`src/hw/rtl/bctd_pkg.sv`:
```
// ----------------------------------------------------------------------------
// bctd_pkg
// Shared types and constants for the block cache tag and dirty manager.
// ----------------------------------------------------------------------------
`default_nettype none

package bctd_pkg;

  // Default sizes
  localparam int CAPACITY_DEF       = 8;
  localparam int BLOCKS_IN_PAGE_DEF = 8;

  // Fixed field widths
  localparam int LBA_W   = 32;
  localparam int SLOT_FW = 3;
  localparam int OFF_FW  = 3;
  localparam int CNT_W   = 32;
  localparam int PAGES_W = 4;
  localparam int DIRTY_W = 7;

  // Request modes (code 3 is undefined and dropped)
  localparam logic [1:0] MODE_GET  = 2'd0;
  localparam logic [1:0] MODE_MARK = 2'd1;
  localparam logic [1:0] MODE_SYNC = 2'd2;

  // Result status codes
  typedef enum logic [2:0] {
    STAT_HIT       = 3'd0,
    STAT_MISS      = 3'd1,
    STAT_NO_CARD   = 3'd2,
    STAT_FULL      = 3'd3,
    STAT_MARKED    = 3'd4,
    STAT_IGNORED   = 3'd5,
    STAT_WRITEBACK = 3'd6,
    STAT_SYNC_NONE = 3'd7
  } status_t;

  // Sequencer states
  typedef enum logic [2:0] {
    S_IDLE,
    S_OFFSET,
    S_SCAN,
    S_SYNC,
    S_EMIT
  } state_t;

  // Write controls for the tag file
  typedef struct packed {
    logic               tag_we;     // write tag, clear the row's dirty mask
    logic               bit_set;    // set one dirty bit
    logic               clear_all;  // clear every dirty mask
    logic [SLOT_FW-1:0] addr;
    logic [OFF_FW-1:0]  bit_idx;
  } tf_ctl_t;

endpackage

`default_nettype wire

```
`src/hw/rtl/block_cache_tag_dirty_manager.sv`:
```
// ----------------------------------------------------------------------------
// block_cache_tag_dirty_manager
// Fully associative tag and dirty-bit manager for a write-back block cache.
// ----------------------------------------------------------------------------
// One request at a time. A get or mark is taken in the idle state, passes the
// offset unit (a mask when BLOCKS_IN_PAGE is a power of two, else one nibble
// of lba per cycle), then the held slots are compared in turn by the single
// tag comparator until the hit or the end of the table, then the result beat,
// held until taken; a get with no card skips the compare. A sync is taken in
// the idle state, then walks the block positions, newest slot first, up to
// the last dirty block, with one result beat per write-back; with nothing
// dirty it gives one beat. Statistics on every beat show the state after
// the whole request. s_tready is high only while no request is in progress.
// ----------------------------------------------------------------------------
`default_nettype none

module block_cache_tag_dirty_manager #(
  parameter int CAPACITY       = bctd_pkg::CAPACITY_DEF,
  parameter int BLOCKS_IN_PAGE = bctd_pkg::BLOCKS_IN_PAGE_DEF
) (
  input  wire logic          clk,
  input  wire logic          rst,
  // Request stream
  input  wire logic          s_tvalid,
  output logic               s_tready,
  input  wire logic [39:0]   s_tdata,   // lba[31:0], card_present[32], zero pad
  input  wire logic [1:0]    s_tuser,   // mode[1:0]
  // Result stream
  output logic               m_tvalid,
  input  wire logic          m_tready,
  output logic [119:0]       m_tdata,   // slot[2:0], block_offset[5:3],
                                        // block_number[37:6], written_count[44:38],
                                        // hit_count[76:45], miss_count[108:77],
                                        // pages_held[112:109],
                                        // dirty_blocks_held[119:113]
  output logic [2:0]         m_tuser,   // status[2:0]
  output logic               m_tlast    // is_last
);

  localparam int SW = (CAPACITY > 1) ? $clog2(CAPACITY) : 1;
  localparam int OW = (BLOCKS_IN_PAGE > 1) ? $clog2(BLOCKS_IN_PAGE) : 1;

  // Sequencer and request registers
  bctd_pkg::state_t                state, state_next;
  logic [1:0]                      mode_r;
  logic                            card_r;
  logic [bctd_pkg::LBA_W-1:0]      lba_r;
  logic [SW-1:0]                   idx;
  logic [OW-1:0]                   bpos;
  logic [bctd_pkg::DIRTY_W-1:0]    written;
  logic [bctd_pkg::DIRTY_W-1:0]    sync_total;

  // Cache state
  logic [bctd_pkg::PAGES_W-1:0]    slots_used;
  logic [bctd_pkg::CNT_W-1:0]      hit_total;
  logic [bctd_pkg::CNT_W-1:0]      miss_total;
  logic [bctd_pkg::DIRTY_W-1:0]    dirty_total;

  // Result register
  bctd_pkg::status_t               o_status;
  logic [bctd_pkg::SLOT_FW-1:0]    o_slot;
  logic [bctd_pkg::OFF_FW-1:0]     o_off;
  logic [bctd_pkg::LBA_W-1:0]      o_blk;
  logic                            o_last;
  logic [bctd_pkg::DIRTY_W-1:0]    o_written;

  // Actions from the sequencer
  logic                            emit;
  bctd_pkg::status_t               e_status;
  logic [bctd_pkg::SLOT_FW-1:0]    e_slot;
  logic [bctd_pkg::OFF_FW-1:0]     e_off;
  logic [bctd_pkg::LBA_W-1:0]      e_blk;
  logic                            e_last;
  logic [bctd_pkg::DIRTY_W-1:0]    e_written;
  logic                            inc_hit, inc_miss, inc_dirty;
  logic                            sync_init, advance, scan_step, scan_load;
  logic                            off_start;
  bctd_pkg::tf_ctl_t               tf_ctl;

  logic                            acc_in, acc_out;
  logic                            u_done;
  logic [bctd_pkg::OFF_FW-1:0]     u_off;
  logic [bctd_pkg::LBA_W-1:0]      base;
  logic [bctd_pkg::LBA_W-1:0]      rtag;
  logic [BLOCKS_IN_PAGE-1:0]       rmask;
  logic                            hit_now, scan_end, wb_bit, mark_bit;

  assign acc_in   = s_tvalid && s_tready;
  assign acc_out  = m_tvalid && m_tready;
  assign s_tready = (state == bctd_pkg::S_IDLE);
  assign m_tvalid = (state == bctd_pkg::S_EMIT);

  // Offset unit
  bctd_offset_unit #(
    .BLOCKS_IN_PAGE (BLOCKS_IN_PAGE)
  ) u_offset (
    .clk   (clk),
    .rst   (rst),
    .start (off_start),
    .lba   (s_tdata[31:0]),
    .done  (u_done),
    .off   (u_off)
  );

  // Tag file
  bctd_tag_file #(
    .CAPACITY       (CAPACITY),
    .BLOCKS_IN_PAGE (BLOCKS_IN_PAGE)
  ) u_tags (
    .clk   (clk),
    .rst   (rst),
    .ctl   (tf_ctl),
    .wtag  (base),
    .raddr (bctd_pkg::SLOT_FW'(idx)),
    .rtag  (rtag),
    .rmask (rmask)
  );

  // Shared compare: one slot per cycle
  assign base     = lba_r - bctd_pkg::LBA_W'(u_off);
  assign hit_now  = (slots_used != '0) && (rtag == base);
  assign scan_end = (slots_used == '0) ||
                    ((bctd_pkg::PAGES_W'(idx) + 4'd1) == slots_used);
  assign wb_bit   = rmask[bpos];
  assign mark_bit = rmask[u_off[OW-1:0]];

  // Next state
  always_comb begin
    state_next = state;
    case (state)
      bctd_pkg::S_IDLE: begin
        if (acc_in) begin
          if (s_tuser == bctd_pkg::MODE_GET || s_tuser == bctd_pkg::MODE_MARK) begin
            state_next = bctd_pkg::S_OFFSET;
          end else if (s_tuser == bctd_pkg::MODE_SYNC) begin
            state_next = bctd_pkg::S_SYNC;
          end
        end
      end
      bctd_pkg::S_OFFSET: begin
        if (u_done) begin
          if (mode_r == bctd_pkg::MODE_GET && !card_r) begin
            state_next = bctd_pkg::S_EMIT;
          end else begin
            state_next = bctd_pkg::S_SCAN;
          end
        end
      end
      bctd_pkg::S_SCAN: begin
        if (hit_now || scan_end) begin
          state_next = bctd_pkg::S_EMIT;
        end
      end
      bctd_pkg::S_SYNC: begin
        if (sync_total == '0 || wb_bit) begin
          state_next = bctd_pkg::S_EMIT;
        end
      end
      bctd_pkg::S_EMIT: begin
        if (acc_out) begin
          if (mode_r == bctd_pkg::MODE_SYNC && !o_last) begin
            state_next = bctd_pkg::S_SYNC;
          end else begin
            state_next = bctd_pkg::S_IDLE;
          end
        end
      end
      default: state_next = bctd_pkg::S_IDLE;
    endcase
  end

  // Actions
  always_comb begin
    emit      = 1'b0;
    e_status  = bctd_pkg::STAT_HIT;
    e_slot    = '0;
    e_off     = u_off;
    e_blk     = '0;
    e_last    = 1'b1;
    e_written = '0;
    inc_hit   = 1'b0;
    inc_miss  = 1'b0;
    inc_dirty = 1'b0;
    sync_init = 1'b0;
    advance   = 1'b0;
    scan_step = 1'b0;
    scan_load = 1'b0;
    off_start = 1'b0;
    tf_ctl    = '0;
    case (state)
      bctd_pkg::S_IDLE: begin
        if (acc_in) begin
          off_start = (s_tuser == bctd_pkg::MODE_GET || s_tuser == bctd_pkg::MODE_MARK);
          sync_init = (s_tuser == bctd_pkg::MODE_SYNC);
        end
      end
      bctd_pkg::S_OFFSET: begin
        if (u_done) begin
          scan_load = 1'b1;
          if (mode_r == bctd_pkg::MODE_GET && !card_r) begin
            emit     = 1'b1;
            e_status = bctd_pkg::STAT_NO_CARD;
          end
        end
      end
      bctd_pkg::S_SCAN: begin
        if (hit_now) begin
          emit   = 1'b1;
          e_slot = bctd_pkg::SLOT_FW'(idx);
          if (mode_r == bctd_pkg::MODE_GET) begin
            e_status = bctd_pkg::STAT_HIT;
            inc_hit  = 1'b1;
          end else begin
            e_status       = bctd_pkg::STAT_MARKED;
            tf_ctl.bit_set = 1'b1;
            tf_ctl.addr    = bctd_pkg::SLOT_FW'(idx);
            tf_ctl.bit_idx = u_off;
            inc_dirty      = !mark_bit;
          end
        end else if (scan_end) begin
          emit = 1'b1;
          if (mode_r == bctd_pkg::MODE_MARK) begin
            e_status = bctd_pkg::STAT_IGNORED;
          end else if (slots_used >= bctd_pkg::PAGES_W'(CAPACITY)) begin
            e_status = bctd_pkg::STAT_FULL;
          end else begin
            e_status      = bctd_pkg::STAT_MISS;
            e_slot        = bctd_pkg::SLOT_FW'(slots_used);
            e_blk         = base;
            inc_miss      = 1'b1;
            tf_ctl.tag_we = 1'b1;
            tf_ctl.addr   = bctd_pkg::SLOT_FW'(slots_used);
          end
        end else begin
          scan_step = 1'b1;
        end
      end
      bctd_pkg::S_SYNC: begin
        if (sync_total == '0) begin
          emit     = 1'b1;
          e_status = bctd_pkg::STAT_SYNC_NONE;
          e_off    = '0;
        end else if (wb_bit) begin
          emit      = 1'b1;
          e_status  = bctd_pkg::STAT_WRITEBACK;
          e_slot    = bctd_pkg::SLOT_FW'(idx);
          e_off     = bctd_pkg::OFF_FW'(bpos);
          e_blk     = rtag + bctd_pkg::LBA_W'(bpos);
          e_written = written + 7'd1;
          e_last    = ((written + 7'd1) == sync_total);
        end else begin
          advance = 1'b1;
        end
      end
      bctd_pkg::S_EMIT: begin
        if (acc_out && mode_r == bctd_pkg::MODE_SYNC) begin
          if (o_last) begin
            tf_ctl.clear_all = 1'b1;
          end else begin
            advance = 1'b1;
          end
        end
      end
      default: begin
      end
    endcase
  end

  // Control registers
  always_ff @(posedge clk) begin
    if (rst) begin
      state       <= bctd_pkg::S_IDLE;
      slots_used  <= '0;
      hit_total   <= '0;
      miss_total  <= '0;
      dirty_total <= '0;
    end else begin
      state <= state_next;
      if (inc_hit) begin
        hit_total <= hit_total + 32'd1;
      end
      if (inc_miss) begin
        miss_total <= miss_total + 32'd1;
        slots_used <= slots_used + 4'd1;
      end
      if (sync_init) begin
        dirty_total <= '0;
      end else if (inc_dirty) begin
        dirty_total <= dirty_total + 7'd1;
      end
    end
  end

  // Request and walk registers
  always_ff @(posedge clk) begin
    if (acc_in) begin
      mode_r <= s_tuser;
      lba_r  <= s_tdata[31:0];
      card_r <= s_tdata[32];
    end
    if (sync_init) begin
      idx        <= SW'(slots_used - 4'd1);
      bpos       <= '0;
      written    <= '0;
      sync_total <= dirty_total;
    end else if (scan_load) begin
      idx <= '0;
    end else if (scan_step) begin
      idx <= idx + SW'(1);
    end else if (advance) begin
      if (bpos == OW'(BLOCKS_IN_PAGE - 1)) begin
        bpos <= '0;
        idx  <= idx - SW'(1);
      end else begin
        bpos <= bpos + OW'(1);
      end
    end
    if (emit && e_status == bctd_pkg::STAT_WRITEBACK) begin
      written <= e_written;
    end
  end

  // Result register
  always_ff @(posedge clk) begin
    if (emit) begin
      o_status  <= e_status;
      o_slot    <= e_slot;
      o_off     <= e_off;
      o_blk     <= e_blk;
      o_last    <= e_last;
      o_written <= e_written;
    end
  end

  assign m_tuser = o_status;
  assign m_tlast = o_last;
  assign m_tdata = {dirty_total, slots_used, miss_total, hit_total,
                    o_written, o_blk, o_off, o_slot};

`ifndef SYNTHESIS
  a_slots_bound: assert property (@(posedge clk) disable iff (rst)
    slots_used <= bctd_pkg::PAGES_W'(CAPACITY))
    else $error("slots_used beyond capacity");

  a_no_overlap: assert property (@(posedge clk) disable iff (rst)
    s_tready |-> !m_tvalid)
    else $error("request taken while a result is pending");

  a_miss_grows: assert property (@(posedge clk) disable iff (rst)
    ($rose(m_tvalid) && m_tuser == bctd_pkg::STAT_MISS)
      |-> slots_used == $past(slots_used) + 4'd1)
    else $error("miss fill without a new slot");

  a_wb_dirty_zero: assert property (@(posedge clk) disable iff (rst)
    (m_tvalid && m_tuser == bctd_pkg::STAT_WRITEBACK) |-> dirty_total == '0)
    else $error("dirty count not cleared during sync");

  a_written_bound: assert property (@(posedge clk) disable iff (rst)
    (state == bctd_pkg::S_SYNC) |-> (written < sync_total || sync_total == '0))
    else $error("sync walk past its last dirty block");
`endif

endmodule

`default_nettype wire

```
`src/hw/rtl/bctd_offset_unit.sv`:
```
// ----------------------------------------------------------------------------
// bctd_offset_unit
// Block offset within a page: lba mod BLOCKS_IN_PAGE. A power-of-two page is
// a mask; any other size is reduced one nibble per cycle, MSB first.
// ----------------------------------------------------------------------------
`default_nettype none

module bctd_offset_unit #(
  parameter int BLOCKS_IN_PAGE = bctd_pkg::BLOCKS_IN_PAGE_DEF
) (
  input  wire logic                         clk,
  input  wire logic                         rst,
  input  wire logic                         start,
  input  wire logic [bctd_pkg::LBA_W-1:0]   lba,
  output logic                              done,
  output logic [bctd_pkg::OFF_FW-1:0]       off
);

  localparam bit POW2 = (BLOCKS_IN_PAGE & (BLOCKS_IN_PAGE - 1)) == 0;

  generate
    if (POW2) begin : g_mask
      // Power of two: the offset is the low bits
      always_ff @(posedge clk) begin
        if (rst) begin
          done <= 1'b0;
        end else begin
          done <= start;
        end
      end

      always_ff @(posedge clk) begin
        if (start) begin
          off <= bctd_pkg::OFF_FW'(lba & bctd_pkg::LBA_W'(BLOCKS_IN_PAGE - 1));
        end
      end
    end else begin : g_iter
      logic                         busy;
      logic [2:0]                   cnt;
      logic [bctd_pkg::LBA_W-1:0]   sh;
      logic [bctd_pkg::OFF_FW-1:0]  rem;

      // Reduce rem*16 + nibble (below 128) by compare and subtract
      function automatic logic [bctd_pkg::OFF_FW-1:0] mod_small(input logic [6:0] v);
        logic [9:0] acc;
        acc = {3'b000, v};
        for (int k = 6; k >= 0; k--) begin
          if (acc >= (10'(BLOCKS_IN_PAGE) << k)) begin
            acc = acc - (10'(BLOCKS_IN_PAGE) << k);
          end
        end
        return bctd_pkg::OFF_FW'(acc);
      endfunction

      // Control
      always_ff @(posedge clk) begin
        if (rst) begin
          busy <= 1'b0;
          done <= 1'b0;
          cnt  <= '0;
        end else begin
          done <= 1'b0;
          if (start) begin
            busy <= 1'b1;
            cnt  <= '0;
          end else if (busy) begin
            cnt <= cnt + 3'd1;
            if (cnt == 3'd7) begin
              busy <= 1'b0;
              done <= 1'b1;
            end
          end
        end
      end

      // Datapath: one nibble a cycle
      always_ff @(posedge clk) begin
        if (start) begin
          sh  <= lba;
          rem <= '0;
        end else if (busy) begin
          rem <= mod_small({rem, sh[31:28]});
          sh  <= {sh[27:0], 4'b0000};
        end
      end

      assign off = rem;
    end
  endgenerate

endmodule

`default_nettype wire

```
`src/hw/rtl/bctd_tag_file.sv`:
```
// ----------------------------------------------------------------------------
// bctd_tag_file
// Page base tags and per-block dirty masks, one read port at a chosen slot.
// ----------------------------------------------------------------------------
`default_nettype none

module bctd_tag_file #(
  parameter int CAPACITY       = bctd_pkg::CAPACITY_DEF,
  parameter int BLOCKS_IN_PAGE = bctd_pkg::BLOCKS_IN_PAGE_DEF
) (
  input  wire logic                          clk,
  input  wire logic                          rst,
  input  wire bctd_pkg::tf_ctl_t             ctl,
  input  wire logic [bctd_pkg::LBA_W-1:0]    wtag,
  input  wire logic [bctd_pkg::SLOT_FW-1:0]  raddr,
  output logic [bctd_pkg::LBA_W-1:0]         rtag,
  output logic [BLOCKS_IN_PAGE-1:0]          rmask
);

  localparam int SW = (CAPACITY > 1) ? $clog2(CAPACITY) : 1;
  localparam int OW = (BLOCKS_IN_PAGE > 1) ? $clog2(BLOCKS_IN_PAGE) : 1;

  logic [bctd_pkg::LBA_W-1:0]  tags  [CAPACITY];
  logic [BLOCKS_IN_PAGE-1:0]   masks [CAPACITY];

  // Tags: written on a miss fill, no reset
  always_ff @(posedge clk) begin
    if (ctl.tag_we) begin
      tags[ctl.addr[SW-1:0]] <= wtag;
    end
  end

  // Dirty masks
  always_ff @(posedge clk) begin
    if (rst || ctl.clear_all) begin
      for (int i = 0; i < CAPACITY; i++) begin
        masks[i] <= '0;
      end
    end else if (ctl.tag_we) begin
      masks[ctl.addr[SW-1:0]] <= '0;
    end else if (ctl.bit_set) begin
      masks[ctl.addr[SW-1:0]][ctl.bit_idx[OW-1:0]] <= 1'b1;
    end
  end

  assign rtag  = tags[raddr[SW-1:0]];
  assign rmask = masks[raddr[SW-1:0]];

endmodule

`default_nettype wire

```
`config.mk`:
```
export PLATFORM = sky130hd
export DESIGN_NAME = block_cache_tag_dirty_manager
export DESIGN_NICKNAME = d
export VERILOG_FILES = /design/src/hw/rtl/bctd_pkg.sv /design/src/hw/rtl/block_cache_tag_dirty_manager.sv /design/src/hw/rtl/bctd_offset_unit.sv /design/src/hw/rtl/bctd_tag_file.sv
export SDC_FILE = /design/constraint.sdc
export NUM_CORES = 1
export LEC_CHECK = 0
export BUFFER_PORTS_ARGS = -buffer_cell sky130_fd_sc_hd__buf_2
export CAP_MARGIN = 15
export CORE_AREA = 2 2 210 212
export CTS_BUF_LIST = sky130_fd_sc_hd__clkbuf_8
export DETAILED_ROUTE_END_ITERATION = 16
export DIE_AREA = 0 0 212 214
export GPL_TIMING_DRIVEN = 1
export PLACE_DENSITY = 0.78
export REMOVE_ABC_BUFFERS = 1
export SLEW_MARGIN = 20
export SYNTH_ARGS = -nofsm -noshare
export SYNTH_HDL_FRONTEND = slang
export SYNTH_SLANG_ARGS = --single-unit
```
`constraint.sdc`:
```
create_clock -name clk -period 7.8 [get_ports clk]
set_input_delay 0.78 -clock clk [delete_from_list [all_inputs] [get_ports clk]]
set_output_delay 0.78 -clock clk [all_outputs]
set_load 0.01 [all_outputs]
```
# After elaboration in Yosys (flattened, before gate mapping)
# Memories as Yosys holds them, arrays and structs flattened. A register that Yosys moved wholly into a read port is not among the register bits.
# Cells that the tools add are included.
[word_totals]
reg_bits = 186
n_memories = 2
in_bits = 46
mem_bits_rw = 320
output_inout_bits = 126
word_cells = 220
[op_classes]
n_mux = 119
reduce_logical = 31
order_cmp = 5
bitwise_logic = 12
addsub = 12
eq_ne = 19
[mem_list]
columns = ["memory", "words", "width", "rd", "rd_clocked_by_memory_dff", "wr", "line_no", "text"]
rows = [
  ["u_tags.tags", 8, 32, 1, 1, 1, "bctd_tag_file.sv:23", "logic [bctd_pkg::LBA_W-1:0] tags [CAPACITY];"],
  ["u_tags.masks", 8, 8, 1, 1, 8, "bctd_tag_file.sv:24", "logic [BLOCKS_IN_PAGE-1:0] masks [CAPACITY];"],
]
[ops]
columns = ["op", "count"]
rows = [
  ["two-way mux 32 bit", 6],
  ["two-way mux 3 bit", 34],
  ["adder 32 x 1 -> 32 bit (second input constant)", 2],
  ["one-hot mux 32 bit (2 select lines)", 1],
  ["two-way mux 1 bit", 55],
  ["two-way mux 7 bit", 5],
  ["adder 32 x 3 -> 32 bit", 1],
  ["== test 32 bit", 1],
  ["subtractor 32 x 3 -> 32 bit", 1],
  ["two-way mux 8 bit", 3],
  ["one-hot mux 3 bit (5 select lines)", 1],
  ["adder 7 x 1 -> 7 bit (second input constant)", 2],
  ["< comparator 3 x 4 -> 1 bit (second input constant)", 3],
  ["two-way mux 6 bit", 2],
  ["nonzero test 4 bit", 3],
  ["two-way mux 2 bit", 5],
  ["== test 3 bit (second input constant)", 3],
  ["one-hot mux 3 bit (3 select lines)", 1],
  ["logical AND 1 bit", 8],
  ["bitwise OR 1 bit", 8],
  ["OR reduction 8 bit", 1],
  ["== test 7 bit", 1],
  ["logical NOT 7 bit", 1],
  ["adder 3 x 1 -> 3 bit (second input constant)", 2],
  ["30 further kinds", 48],
]

# Longest topological paths before layout
[logic_depth]
word_depth = 14
ltp_mapped = 19

# Modules after synthesis
# Synthesis repeated with hierarchy kept, for this count alone.
[hier_totals]
cells_unflattened = 1880
hier_area_um2 = 24373.4
[by_module_without_submodules]
columns = ["module", "cells_each", "n_inst", "seq_area_each_um2", "area_per_inst_um2"]
rows = [
  ["bctd_tag_file", 656, 1, 9609.2, 12888.6],
  ["block_cache_tag_dirty_manager", 1219, 1, 4654.5, 11360.9],
  ["bctd_offset_unit", 5, 1, 110.1, 123.9],
]

# Worst setup path before layout
# No wires, ideal clock.
[synth_path]
path_kind = "reg2reg"
start = "register u_offset.off[2] (netlist bit)"
end = "memory u_tags.tags[2][0] (netlist bit), enable pin"
stages_incl_launch_ff = 15
t_arrival_ns = 7.976
setup_slack_ns = -0.770
setup_time_ns = 0.595
cell_sequence = "edfxtp_1 -> inv_1 -> ha_1 -> nor4_1 -> nand4b_1 -> nand4bb_1 -> xor2_1 -> inv_1 -> a21oi_1 -> and4_1 -> nand4_1 -> nor2_2 -> buf_4 -> buf_2 -> a2111oi_0"
[synth_via]
elab_chain_cells = 7
word_cells_on_any_way = 9
cone_classes = "add/sub (1); eq/ne (1); mux (6); reduce/logical (1)"
[synth_rtl]
columns = ["item", "line_no", "text"]
rows = [
  ["start, declared", "bctd_offset_unit.sv:16", "output logic [bctd_pkg::OFF_FW-1:0] off"],
  ["start signal, assigned", "bctd_offset_unit.sv:34", "off <= bctd_pkg::OFF_FW'(lba & bctd_pkg::LBA_W'(BLOCKS_IN_PAGE - 1));"],
  ["subtractor 32 x 3 -> 32 bit (*)", "block_cache_tag_dirty_manager.sv:120", "assign base = lba_r - bctd_pkg::LBA_W'(u_off);"],
  ["net base (one bit)", "block_cache_tag_dirty_manager.sv:83", "logic [bctd_pkg::LBA_W-1:0] base;"],
  ["== test 32 bit (*)", "block_cache_tag_dirty_manager.sv:121", "assign hit_now = (slots_used != '0) && (rtag == base);"],
  ["logical AND 1 bit (*)", "block_cache_tag_dirty_manager.sv:121", ""],
  ["two-way mux 1 bit", "block_cache_tag_dirty_manager.sv:207", "if (hit_now) begin"],
  ["two-way mux 2 bit", "block_cache_tag_dirty_manager.sv:190", "case (state)"],
  ["two-way mux 1 bit", "bctd_tag_file.sv:28", "if (ctl.tag_we) begin"],
  ["two-way mux 1 bit (not written as such)", "bctd_tag_file.sv:29", "tags[ctl.addr[SW-1:0]] <= wtag;"],
  ["end, declared", "bctd_tag_file.sv:23", ""],
]
# The timed path passes the listed nets; every way through them passes the cells marked *.

# Worst setup path in the final report
[layout_path]
start = "register u_offset.off[2] (netlist bit)"
end = "memory u_tags.tags[6][3] (netlist bit), enable pin"
[layout_via]
elab_chain_cells = 7
word_cells_on_any_way = 9
cone_classes = "add/sub (1); eq/ne (1); mux (6); reduce/logical (1)"
[layout_rtl]
columns = ["item", "line_no"]
rows = [
  ["subtractor 32 x 3 -> 32 bit (*)", "block_cache_tag_dirty_manager.sv:120"],
  ["== test 32 bit (*)", "block_cache_tag_dirty_manager.sv:121"],
  ["logical AND 1 bit (*)", "block_cache_tag_dirty_manager.sv:121"],
  ["two-way mux 1 bit", "block_cache_tag_dirty_manager.sv:207"],
  ["two-way mux 2 bit", "block_cache_tag_dirty_manager.sv:190"],
  ["two-way mux 1 bit", "bctd_tag_file.sv:28"],
  ["two-way mux 1 bit (not written as such)", "bctd_tag_file.sv:29"],
]
# Mark *: on every way between the ends. The rest lies on a longest branch, timed or not.

==> impl_metrics.ini <==
[logic_synthesis]
synth_cell_types = 76
synth_area_um2 = 24200
ys.flop_type = edfxtp_1
syn_area_per_cell_um2 = 13.3
synth.area.top_cells = edfxtp_1 (53%), mux4_2 (7.2%), dfxtp_1 (7.0%), xnor2_1 (2.2%), mux2i_1 (2.2%)
ys_seq_area_share_pct = 59.6
async_flop_share_pct = 0
synth_edf_count = 424
postSynthCellCount = 1826
synth_area_leader_cell = edfxtp_1
yosys_register_bits = 509
synth_top_area_share_pct = 52.6
yosysWarnings = 0

[floorplan]
core-area_um2 = 42900
start_util_pct = 56.4
ios = 172
num_rows = 76
die-area_um2 = 45400
fp.dieH_um = 214
die_w_um = 212

[clocking]
cts_buffer_depth = 3
cts_sinks = 509
clock_latency_ns = 0.68
cts_setup_buffers = 0
cts_tree = yes
clkSlewWorstSetupHoldPaths_ns = 0.06
cts_buffers = 82
htreeDepth = 3
cts_hold_buf = 0
ctsResizeCount = 0
clockRootBuffer = clkbuf_8

[routing]
drtIter0Drc = 1884
wl_per_cell_um = 22.9
ant_nets = 0
totalWireLength_mm = 60.6
num_vias = 16900
drc_errors = 0
dr.pass1.iters = 6
viasPerCell = 6.38

[global_route]
grt_max_degree = 102
grt_pass1_wl_mm = 93.8
globalRouteOverflowTotal = 0
first_global_vias = 16600
antenna_found_initial = 4
track_usage_pct = 26.9

[pwr]
p_leak_uw = 0.00947
p_clk_share_pct = 34.4
p_int_uw = 4540
peakVddDrop_mv = 0.149
switching_share_pct = 27.1
combPwrFrac_pct = 14.1
power.switching_uw = 1690
totalPowerFinal_uw = 6230
power_frac_seq_pct = 51.5
p_per_area_nw_per_um2 = 230

[setup_path]
cpPeakStageDelay_ns = 0.78
cp_cell_sequence = inv_1 > ha_1 > nand3b_1 > nand4_1 > nor4_1 > xnor3_1 > nor4b_1 > and4bb_1 > nand4_1 > nor2_4 > a21oi_2 > nor2_4 > buf_4
slowest_stage = nor2_4
crit_path_start_kind = flop
crit_path_max_fanout = 21
critical_path_required_ns = 8.14
arrival_ns = 7.16
critical_path_class = reg -> reg
setup.worst_path.end_class = flop

[placed_design]
hpwlAfterDp_mm = 39.3
place_area_um2 = 25600
io_buffers = 164
gp_congestion = 0.893

[run_status]
outcome = finished, final reports clean

[cells_and_area]
drive_above_1_share_pct = 21.3
layout.cells.most_common = edfxtp_1
nets = 2064
mostFrequentLayoutCells = edfxtp_1 (424), buf_2 (163), nor2_1 (113), clkbuf_8 (91)
stdcell_area_um2 = 27100
area_growth_pct = 11.9

[timing]
clock_skew_ns = 0.0424
fmax_mhz = 147
setup_tns_ns = 0
period_needed_ns = 6.82
worst_slew_pin_slew_ns = 1.06
finalSetupViolations = 0
slew-limit-headroom_pct = 29.1
finalMaxSlewViolations = 0
finalHoldViolCount = 0
rsz0062_at_grt = no
hold_ws_ns = 0.282
post-route-period-util_pct = 87.5

[worst_hold_path]
holdCritPathClass = in -> reg

[job]
maxCapViolCount = 0
==> cell families (layout without fill, tap and decap cells) <==
group                    Yosys count  in the layout  share of synthesized area, %
other                              0              1                             0
XOR/XNOR                         115            115                          4.45
AO/OA/AOI/OAI                    262            262                          6.82
multiplexers                     172            172                          11.5
AND/OR/NAND/NOR                  591            591                          13.6
buffers and inverters            158            389                          2.97
adder cells (fa/ha/maj)           19             19                          1.08
flip-flops                       509            509                          59.6
==> final timing paths <==
kind | slack (ns) | to | from | depth (start not counted)
worst min-delay path | 0.28 | lba_r[6] | s_tdata[6] | 1
worst max register to register | 0.98 | u_tags.tags[6][3] | u_offset.off[2] | 13
worst max-delay path | 0.98 | u_tags.tags[6][3] | u_offset.off[2] | 13
worst min register to register | 0.50 | sync_total[6] | dirty_total[6] | 0
==> cell type report <==
cell class / count / area [um2]
fill: 3133 / 15800
sequential: 509 / 14400
multi-input combinational: 1159 / 9140
clock buffer: 91 / 1250
timing repair buffer: 197 / 1080
tap: 585 / 732
clock inverter: 51 / 248
inverter: 50 / 188
antenna: 1 / 2.50
==> power groups by stage <==
stage	combinational (uW)	clock [uW]	sequential, uW
finish	880	2140	3200
global route	944	2280	3210
CTS	869	2170	3200
detailed placement	865	0	3260
global placement	839	0	3260
floorplan	606	0	3250
==> registers in the layout, summed over array words and instances, names as in the netlist, 7 cells and up, named ones only <==
signal / flops
miss_total: 32
dirty_total: 7
written: 7
lba_r: 32
o_blk: 32
u_tags.masks: 64
sync_total: 7
o_written: 7
hit_total: 32
u_tags.tags: 256
==> per-layer routing <==
metal | routed length [um] | vias up | share of wire, % | global-route usage [%]
met5 | 43 | - | 0.071 | 0
met3 | 5580 | 174 | 9.2 | 6.11
met2 | 29500 | 897 | 49 | 43.7
met1 | 23400 | 8356 | 39 | 35.2
li1 | - | 7427 | - | -
met4 | 2120 | 6 | 3.5 | 10.9
==> per-stage QoR <==
step | std cells | util, % | worst slack, ns
finish | 2643 | 63.2 | 0.978
global route | 2643 | 63.2 | 0.723
CTS | 2641 | 63.1 | 1.16
detailed placement | 2499 | 59.6 | 1.20
global placement | 2499 | 59.6 | 1.42
floorplan | 1718 | - | -2.40
==> critical path, delay by kind of cell (launching register included) <==
| family | cells | cell delay [ns] |
|---|---|---|
| buffers and inverters | 2 | 0.61 |
| xor gates and xnor gates | 1 | 0.31 |
| and+or+nand+nor | 8 | 4.34 |
| DFF | 1 | 0.46 |
| AOI/OAI and AO/OA | 1 | 0.42 |
| adders and majority gates | 1 | 0.32 |
==> Yosys cell counts (12+ instances only) <==
cell,n
o21ai_0,32
mux2_1,15
nor2_1,116
mux2_2,22
a21oi_1,56
or4_1,21
xnor2_1,62
nand2_1,82
o22ai_1,16
and3_1,29
o31ai_1,37
nor2b_1,38
clkbuf_1,71
and4_1,12
or3_1,35
mux2i_1,52
mux4_2,77
ha_1,16
nor3_1,49
buf_2,13
nor4_1,50
nand4_1,33
dfxtp_1,85
o21ai_1,56
inv_1,48
edfxtp_1,424
nand3_1,48
xor2_1,48
nor4b_1,22
Note: power is estimated with default switching activity, not from simulation.
